==> src/glu_pkg.sv <==
// Package: shared widths, defaults and sequencer state type for the GCD/LCM unit.
package glu_pkg;

	localparam int OPERAND_WIDTH_DEF = 16;
	localparam int GCD_WIDTH         = 16;
	localparam int LCM_WIDTH         = 32;

	typedef enum logic [2:0] {
		ST_IDLE,
		ST_EUCLID,
		ST_QUOT,
		ST_MUL,
		ST_FINISH
	} state_t;

endpackage

==> src/glu_ifs.sv <==
// Interfaces: operand channel and result channel of the GCD/LCM unit.
interface glu_in_if #(
	parameter int OPERAND_WIDTH = glu_pkg::OPERAND_WIDTH_DEF
);
	logic                     valid;
	logic                     ready;
	logic [OPERAND_WIDTH-1:0] operand_a;
	logic [OPERAND_WIDTH-1:0] operand_b;

	modport source (output valid, output operand_a, output operand_b, input ready);
	modport sink   (input valid, input operand_a, input operand_b, output ready);
endinterface

interface glu_out_if;
	logic                           valid;
	logic                           ready;
	logic [glu_pkg::GCD_WIDTH-1:0]  gcd_value;
	logic [glu_pkg::LCM_WIDTH-1:0]  lcm_value;
	logic                           zero_error;

	modport source (output valid, output gcd_value, output lcm_value, output zero_error,
		input ready);
	modport sink   (input valid, input gcd_value, input lcm_value, input zero_error,
		output ready);
endinterface

==> src/gcd_lcm_unit.sv <==
// Top level: GCD by repeated remainder and LCM as (a / gcd) * b, on one shared adder.
//
//  channel    dir  words / fields
//  -------    ---  ---------------------------------------------------
//  operands   in   operand_a, operand_b  (OPERAND_WIDTH bits each)
//  results    out  gcd_value[15:0], lcm_value[31:0], zero_error
//
// Sequence: a pair with a zero operand goes from IDLE straight to FINISH and the output register.
// Otherwise it runs k remainder steps in EUCLID, then QUOT and MUL; k is the
// number Euclid needs (k <= 23 at 16 bits). Every remainder, the
// quotient a / gcd and the product are worked one bit a cycle through the
// single OPERAND_WIDTH+2 bit add/subtract unit.
// Reset: arst_n clears the sequencer, the bit counter and the output valid.
// Stalls: the result sits in its own register, so a new pair may be taken
// while the last result waits; the unit holds in FINISH only if the output
// register is still full when the next result is ready.
module gcd_lcm_unit #(
	parameter int OPERAND_WIDTH = glu_pkg::OPERAND_WIDTH_DEF
) (
	input  logic      clk,
	input  logic      arst_n,
	glu_in_if.sink    operands,
	glu_out_if.source results
);
	import glu_pkg::*;

	localparam int W      = OPERAND_WIDTH;
	localparam int CNT_W  = $clog2(W);
	localparam int PROD_W = 2 * W;
	localparam int LCM_XW = (PROD_W > LCM_WIDTH) ? PROD_W : LCM_WIDTH;
	localparam int GCD_XW = (W > GCD_WIDTH) ? W : GCD_WIDTH;

	// sequencer
	state_t state_q, state_d;
	logic [CNT_W-1:0] cnt_q;
	logic last_bit;
	logic in_accept;
	logic out_load;
	logic out_valid_q;

	// operand and working registers
	logic [W-1:0] a_q, b_q;
	logic [W-1:0] x_q, y_q;     // Euclid pair; x holds gcd, y the multiplicand later
	logic [W-1:0] rem_q, quo_q; // divider remainder / quotient, product high / low
	logic         err_q;

	// shared add/subtract unit
	logic [W:0]   add_x, add_y;
	logic         add_sub;
	logic [W+1:0] add_sum;
	logic [W-1:0] dvsr;
	logic         div_ge;
	logic [W-1:0] rem_n, quo_n;
	logic         mul_mode;

	// result register
	logic [GCD_WIDTH-1:0] gcd_q;
	logic [LCM_WIDTH-1:0] lcm_q;
	logic                 zero_q;
	logic [PROD_W-1:0]    prod;
	logic [LCM_XW-1:0]    prod_x;
	logic [GCD_XW-1:0]    gcd_x;

	assign in_accept = operands.valid && operands.ready;
	assign last_bit  = (cnt_q == CNT_W'(W - 1));
	assign mul_mode  = (state_q == ST_MUL);
	assign dvsr      = (state_q == ST_QUOT) ? x_q : y_q;

	// Divide step: shift one dividend bit into the remainder and trial-subtract.
	// Multiply step: add multiplicand into the high half if the low bit is set,
	// then shift the pair right.
	always_comb begin
		if (mul_mode) begin
			add_x   = {1'b0, rem_q};
			add_y   = quo_q[0] ? {1'b0, y_q} : '0;
			add_sub = 1'b0;
		end else begin
			add_x   = {rem_q, quo_q[W-1]};
			add_y   = {1'b0, dvsr};
			add_sub = 1'b1;
		end
	end

	assign add_sum = {1'b0, add_x} + {1'b0, (add_sub ? ~add_y : add_y)} + (W+2)'(add_sub);
	assign div_ge  = add_sum[W+1];

	always_comb begin
		if (mul_mode) begin
			rem_n = add_sum[W:1];
			quo_n = {add_sum[0], quo_q[W-1:1]};
		end else begin
			rem_n = div_ge ? add_sum[W-1:0] : add_x[W-1:0];
			quo_n = {quo_q[W-2:0], div_ge};
		end
	end

	// next state and handshake
	always_comb begin
		state_d        = state_q;
		operands.ready = 1'b0;
		out_load       = 1'b0;
		case (state_q)
			ST_IDLE: begin
				operands.ready = 1'b1;
				if (operands.valid) begin
					if (operands.operand_a == '0 || operands.operand_b == '0) begin
						state_d = ST_FINISH;
					end else begin
						state_d = ST_EUCLID;
					end
				end
			end
			ST_EUCLID: begin
				if (last_bit && rem_n == '0) begin
					state_d = ST_QUOT;
				end
			end
			ST_QUOT: begin
				if (last_bit) begin
					state_d = ST_MUL;
				end
			end
			ST_MUL: begin
				if (last_bit) begin
					state_d = ST_FINISH;
				end
			end
			ST_FINISH: begin
				out_load = !out_valid_q || results.ready;
				if (out_load) begin
					state_d = ST_IDLE;
				end
			end
			default: begin
				state_d = ST_IDLE;
			end
		endcase
	end

	always_ff @(posedge clk or negedge arst_n) begin
		if (!arst_n) begin
			state_q     <= ST_IDLE;
			cnt_q       <= '0;
			out_valid_q <= 1'b0;
		end else begin
			state_q <= state_d;
			if (state_q == ST_EUCLID || state_q == ST_QUOT || state_q == ST_MUL) begin
				cnt_q <= last_bit ? '0 : cnt_q + 1'b1;
			end else begin
				cnt_q <= '0;
			end
			if (out_load) begin
				out_valid_q <= 1'b1;
			end else if (results.ready) begin
				out_valid_q <= 1'b0;
			end
		end
	end

	// datapath
	always_ff @(posedge clk) begin
		case (state_q)
			ST_IDLE: begin
				if (in_accept) begin
					a_q   <= operands.operand_a;
					b_q   <= operands.operand_b;
					x_q   <= operands.operand_a;
					y_q   <= operands.operand_b;
					quo_q <= operands.operand_a;
					rem_q <= '0;
					err_q <= (operands.operand_a == '0) || (operands.operand_b == '0);
				end
			end
			ST_EUCLID: begin
				if (last_bit) begin
					x_q   <= y_q;
					y_q   <= rem_n;
					rem_q <= '0;
					// remainder zero: y is the gcd, go on to a / gcd
					quo_q <= (rem_n == '0) ? a_q : y_q;
				end else begin
					rem_q <= rem_n;
					quo_q <= quo_n;
				end
			end
			ST_QUOT: begin
				if (last_bit) begin
					y_q   <= quo_n;
					quo_q <= b_q;
					rem_q <= '0;
				end else begin
					rem_q <= rem_n;
					quo_q <= quo_n;
				end
			end
			ST_MUL: begin
				rem_q <= rem_n;
				quo_q <= quo_n;
			end
			ST_FINISH: begin
				if (out_load) begin
					gcd_q  <= err_q ? '0 : gcd_x[GCD_WIDTH-1:0];
					lcm_q  <= err_q ? '0 : prod_x[LCM_WIDTH-1:0];
					zero_q <= err_q;
				end
			end
			default: begin
			end
		endcase
	end

	assign prod   = {rem_q, quo_q};
	assign prod_x = LCM_XW'(prod);
	assign gcd_x  = GCD_XW'(x_q);

	assign results.valid      = out_valid_q;
	assign results.gcd_value  = gcd_q;
	assign results.lcm_value  = lcm_q;
	assign results.zero_error = zero_q;

	// never divide by zero
	a_euclid_dvsr: assert property (@(posedge clk) disable iff (!arst_n)
		state_q == ST_EUCLID |-> y_q != '0)
		else $error("Euclid step with zero divisor");

	a_quot_dvsr: assert property (@(posedge clk) disable iff (!arst_n)
		state_q == ST_QUOT |-> x_q != '0)
		else $error("a / gcd with zero gcd");

	// the first division of a newly taken pair starts on bit zero
	a_cnt_start: assert property (@(posedge clk) disable iff (!arst_n)
		in_accept |=> cnt_q == '0)
		else $error("bit counter not cleared at start");

	// error words carry zero values
	a_err_zero: assert property (@(posedge clk) disable iff (!arst_n)
		results.valid && results.zero_error |-> results.gcd_value == '0 &&
			results.lcm_value == '0)
		else $error("zero operand word with nonzero fields");

	// a good pair reaches FINISH with a nonzero gcd
	a_gcd_nonzero: assert property (@(posedge clk) disable iff (!arst_n)
		state_q == ST_FINISH && !err_q |-> x_q != '0)
		else $error("zero gcd without error");

endmodule
==> src/flat_wrapper.sv <==
// flat-port wrapper written by rule: the top's interface ports become plain ports
module gcd_lcm_unit_flat import glu_pkg::*;
#(
	parameter int OPERAND_WIDTH = glu_pkg::OPERAND_WIDTH_DEF
)
  (clk, arst_n, operands_valid, operands_operand_a, operands_operand_b, operands_ready, results_valid, results_gcd_value, results_lcm_value, results_zero_error, results_ready);
  glu_in_if #(.OPERAND_WIDTH(OPERAND_WIDTH)) operands_i ();
  glu_out_if results_i ();
  input  logic clk;
  input  logic arst_n;
  input wire logic [$bits(operands_i.valid)-1:0] operands_valid;
  input wire logic [$bits(operands_i.operand_a)-1:0] operands_operand_a;
  input wire logic [$bits(operands_i.operand_b)-1:0] operands_operand_b;
  output wire logic [$bits(operands_i.ready)-1:0] operands_ready;
  output wire logic [$bits(results_i.valid)-1:0] results_valid;
  output wire logic [$bits(results_i.gcd_value)-1:0] results_gcd_value;
  output wire logic [$bits(results_i.lcm_value)-1:0] results_lcm_value;
  output wire logic [$bits(results_i.zero_error)-1:0] results_zero_error;
  input wire logic [$bits(results_i.ready)-1:0] results_ready;
  assign operands_i.valid = operands_valid;
  assign operands_i.operand_a = operands_operand_a;
  assign operands_i.operand_b = operands_operand_b;
  assign operands_ready = operands_i.ready;
  assign results_valid = results_i.valid;
  assign results_gcd_value = results_i.gcd_value;
  assign results_lcm_value = results_i.lcm_value;
  assign results_zero_error = results_i.zero_error;
  assign results_i.ready = results_ready;
  gcd_lcm_unit #(.OPERAND_WIDTH(OPERAND_WIDTH)) u_core (.clk(clk), .arst_n(arst_n), .operands(operands_i), .results(results_i));
endmodule
==> config.mk <==
export PLATFORM = sky130hd
export DESIGN_NAME = gcd_lcm_unit_flat
export DESIGN_NICKNAME = d
export VERILOG_FILES = /design/src/glu_pkg.sv /design/src/glu_ifs.sv /design/src/gcd_lcm_unit.sv /design/src/flat_wrapper.sv
export SDC_FILE = /design/constraint.sdc
export NUM_CORES = 1
export LEC_CHECK = 0
export BUFFER_PORTS_ARGS = -buffer_cell sky130_fd_sc_hd__buf_2
export CAP_MARGIN = 20
export CORE_UTILIZATION = 55
export CTS_BUF_LIST = sky130_fd_sc_hd__clkbuf_8 sky130_fd_sc_hd__clkbuf_16
export CTS_CLUSTER_SIZE = 8
export DETAILED_ROUTE_END_ITERATION = 10
export PLACE_DENSITY = 0.8
export SLEW_MARGIN = 15
export SYNTH_ARGS = -nofsm -noshare
export SYNTH_HDL_FRONTEND = slang
export SYNTH_SLANG_ARGS = --single-unit
==> constraint.sdc <==
create_clock -name clk -period 5.8 [get_ports clk]
set_input_delay 0.58 -clock clk [delete_from_list [all_inputs] [get_ports clk]]
set_output_delay 0.58 -clock clk [all_outputs]
set_load 0.02 [all_outputs]
==> summary.txt <==
Synth Warn #: 0
Post-synth EDFFs: 146
Final GP Congestion: 0.9764
drt first pass iters: 6
IO buf count: 86
Yosys reg bits: 154
# DRC: 0
DRT iter0 DRCs: 1152
cell taking the most area after synthesis: edfxtp_1
Setup-failing EPs final: 0
Max-slew headroom: 25.46%
fin cells: 1142
Die Height: 126.9 um
H-tree Lvls: 4
Vias: 7464
Post-CTS Setup Inserts: 0
CTS Buffer Depth: 2
IO Pins: 87
global route overflow: 0
number of nets in the layout: 994
# rows: 45
Yosys top cell area share: 51.10%
reg2reg start: u_core.state_q[0]
Worst Setup End Kind: flip-flop
Hold WC Path Type: input pin to asynchronous set/reset pin
CTS clk-pin slew, worst paths: 70 ps
first-pass GRT wire length: 38110 um
Vias/cell: 6.536
gr usage total: 31.81%
post-synth cell types: 65
Routed Antenna Nets: 0
reg2reg end: u_core.state_q[1]
Async SR Flop Fraction: 5.195%
Worst setup SP type: flip-flop
Max FO, Critical Path: 21
layout cell share with drive strength beyond 1: 17.19%
root buf cell: clkbuf_16
post-CTS sizing: 0
Die W: 126.9 um
area added between synthesis and finish: 14.38%
P_leak: 3.694 nW
Pwr per Cell Area: 549.5 nW/um2
Fmax: 186.5 MHz
HPWL after DPL: 18230 um
crit path time final: 5361 ps
worst-case clock skew: 9.520 ps
area of the multi-input gates: 3745 um2
# fillers: 1241
Seq/Total Area, Yosys: 53.43%
Post-Synthesis Cells: 868
Routed WL: 25000 um
syn_area_per_cell: 9.884 um2
top_reg_cell synth: edfxtp_1
Final Hold Fails: 0
n_diodes: 0
clk sinks: 154
Synth top cells by count: nand2_1 (158), edfxtp_1 (146), a21oi_1 (80)
Initial Utilization: 56.44%
Sum Neg Setup Slack: 0 ps
period utilisation layout: 92.42%
Max Transition Viols Final: 0
Reg2Reg Setup Slack: 440 ps
CTS tree: built
RSZ-0062 raised after global routing: false
number of global-route vias before repair: 6524
WL per Instance: 21.89 um
hold buffers post-CTS: 0
die area: 16100 um2
Slew @ Worst Pin: 1118 ps
arrival time at the worst endpoint: 5710 ps
cts bufs inserted: 17
Req. time, crit path: 6150 ps
count leader, synth: nand2_1
Mapped Area: 8579 um2
Clock Latency Late Sink: 430 ps
Max IR drop VDD: 0.2623 mV
Core ar.: 15200 um2
Synthesized Nets: 921
FF-to-FF path depth: 14
placed cells: 1110
status: complete, no violations
register area: 4586 um2
Max Cap Viol: 0
Fin Hold WS: 11.94 ps
largest net degree at the start of global routing: 50
top cells by area, synth: edfxtp_1 (51%), nand2_1 (6.9%), a21oi_1 (4.7%)
kind of critical path: flip-flop to flip-flop
initial antenna violation count: 0
state kept, by name, indices dropped and copies added (netlist names):
name	flops
u_core.quo_q	16
u_core.a_q	16
u_core.results.gcd_value	16
u_core.state_q	3
u_core.results.valid	1
u_core.results.lcm_value	32
u_core.rem_q	16
u_core.b_q	16
u_core.cnt_q	4
u_core.results.zero_error	1
u_core.gcd_x	16
u_core.err_q	1
u_core.y_q	16
report_power, final:
part | internal [mW] | leakage (nW) | total, mW | switching (mW)
clock | 0.609 | 0.293 | 1.09 | 0.484
combinational | 0.897 | 1.92 | 2.38 | 1.48
sequential | 1.60 | 1.48 | 1.92 | 0.326
cells by family after synthesis:
family / synth area share (%)
muxes: 0.3646
xor gates and xnor gates: 1.633
adders and majority gates: 2.567
AOI/OAI and AO/OA: 18.48
DFF: 53.43
and+or+nand+nor: 20.45
buffers and inverters: 3.077
layout make-up:
class | instances | area share (%)
Sequential cell | 154 | 46.73
Tap cell | 188 | 2.397
Timing Repair Buffer | 113 | 6.452
Multi-Input combinational cell | 647 | 38.16
Inverter | 8 | 0.3060
Clock buffer | 17 | 4.335
Clock inverter | 15 | 1.619
routing by layer:
layer | up-vias | track usage, % | share of wire (%)
met5 | - | 0 | 0
met4 | 0 | 10.43 | 2.9
met3 | 65 | 6.959 | 13
met2 | 558 | 46.44 | 43
met1 | 3449 | 47.11 | 41
li1 | 3392 | - | -
worst max path at each step:
stage                     cells past startpoint                 to  slack (ps)         startpoint
final                                        14  u_core.state_q[1]         440  u_core.state_q[0]
after CTS                                    14  u_core.state_q[1]         540  u_core.state_q[1]
after global routing                         14  u_core.state_q[1]         180  u_core.state_q[1]
after detailed placement                     14  u_core.state_q[1]         600  u_core.state_q[1]
after global placement                       14  u_core.state_q[1]         630  u_core.state_q[0]
after floorplan                              18   u_core.quo_q[10]         970  u_core.state_q[0]
worst max-delay path: stages (launching register included):
cell	delay, ps
dfrtp_2	610
and2_1	510
a211oi_1	160
a21oi_1	210
ha_1	330
a21oi_1	310
o211ai_1	190
nor3_2	460
o31a_1	470
nand2_1	100
o31ai_1	100
nand4_1	170
or4_1	910
or4_1	610
a21oi_1	130
stage by stage:
| step | power, mW | util (%) | instance area (um2) | worst slack [ps] |
|---|---|---|---|---|
| after global routing | 5.648 | 64.55 | 9813 | 176.4 |
| after CTS | 5.298 | 64.55 | 9813 | 544.8 |
| after global placement | 4.208 | 60.71 | 9229 | 625.3 |
| after floorplan | 3.434 | - | 8579 | 973.6 |
| after detailed placement | 4.207 | 60.71 | 9229 | 603.3 |
| final | 5.392 | 64.55 | 9813 | 439.4 |
placed cells by master, fill, tap and decap left out, types with 19 or more instances in the layout:
| cell type | count |
|---|---|
| nand4_1 | 20 |
| edfxtp_1 | 146 |
| buf_4 | 27 |
| nand3_1 | 25 |
| buf_2 | 86 |
| nor2b_1 | 51 |
| a211oi_1 | 19 |
| nor2_1 | 67 |
| a21oi_1 | 80 |
| nand2_1 | 158 |
| o21ai_0 | 35 |
Power figures use the tool's default switching activity.
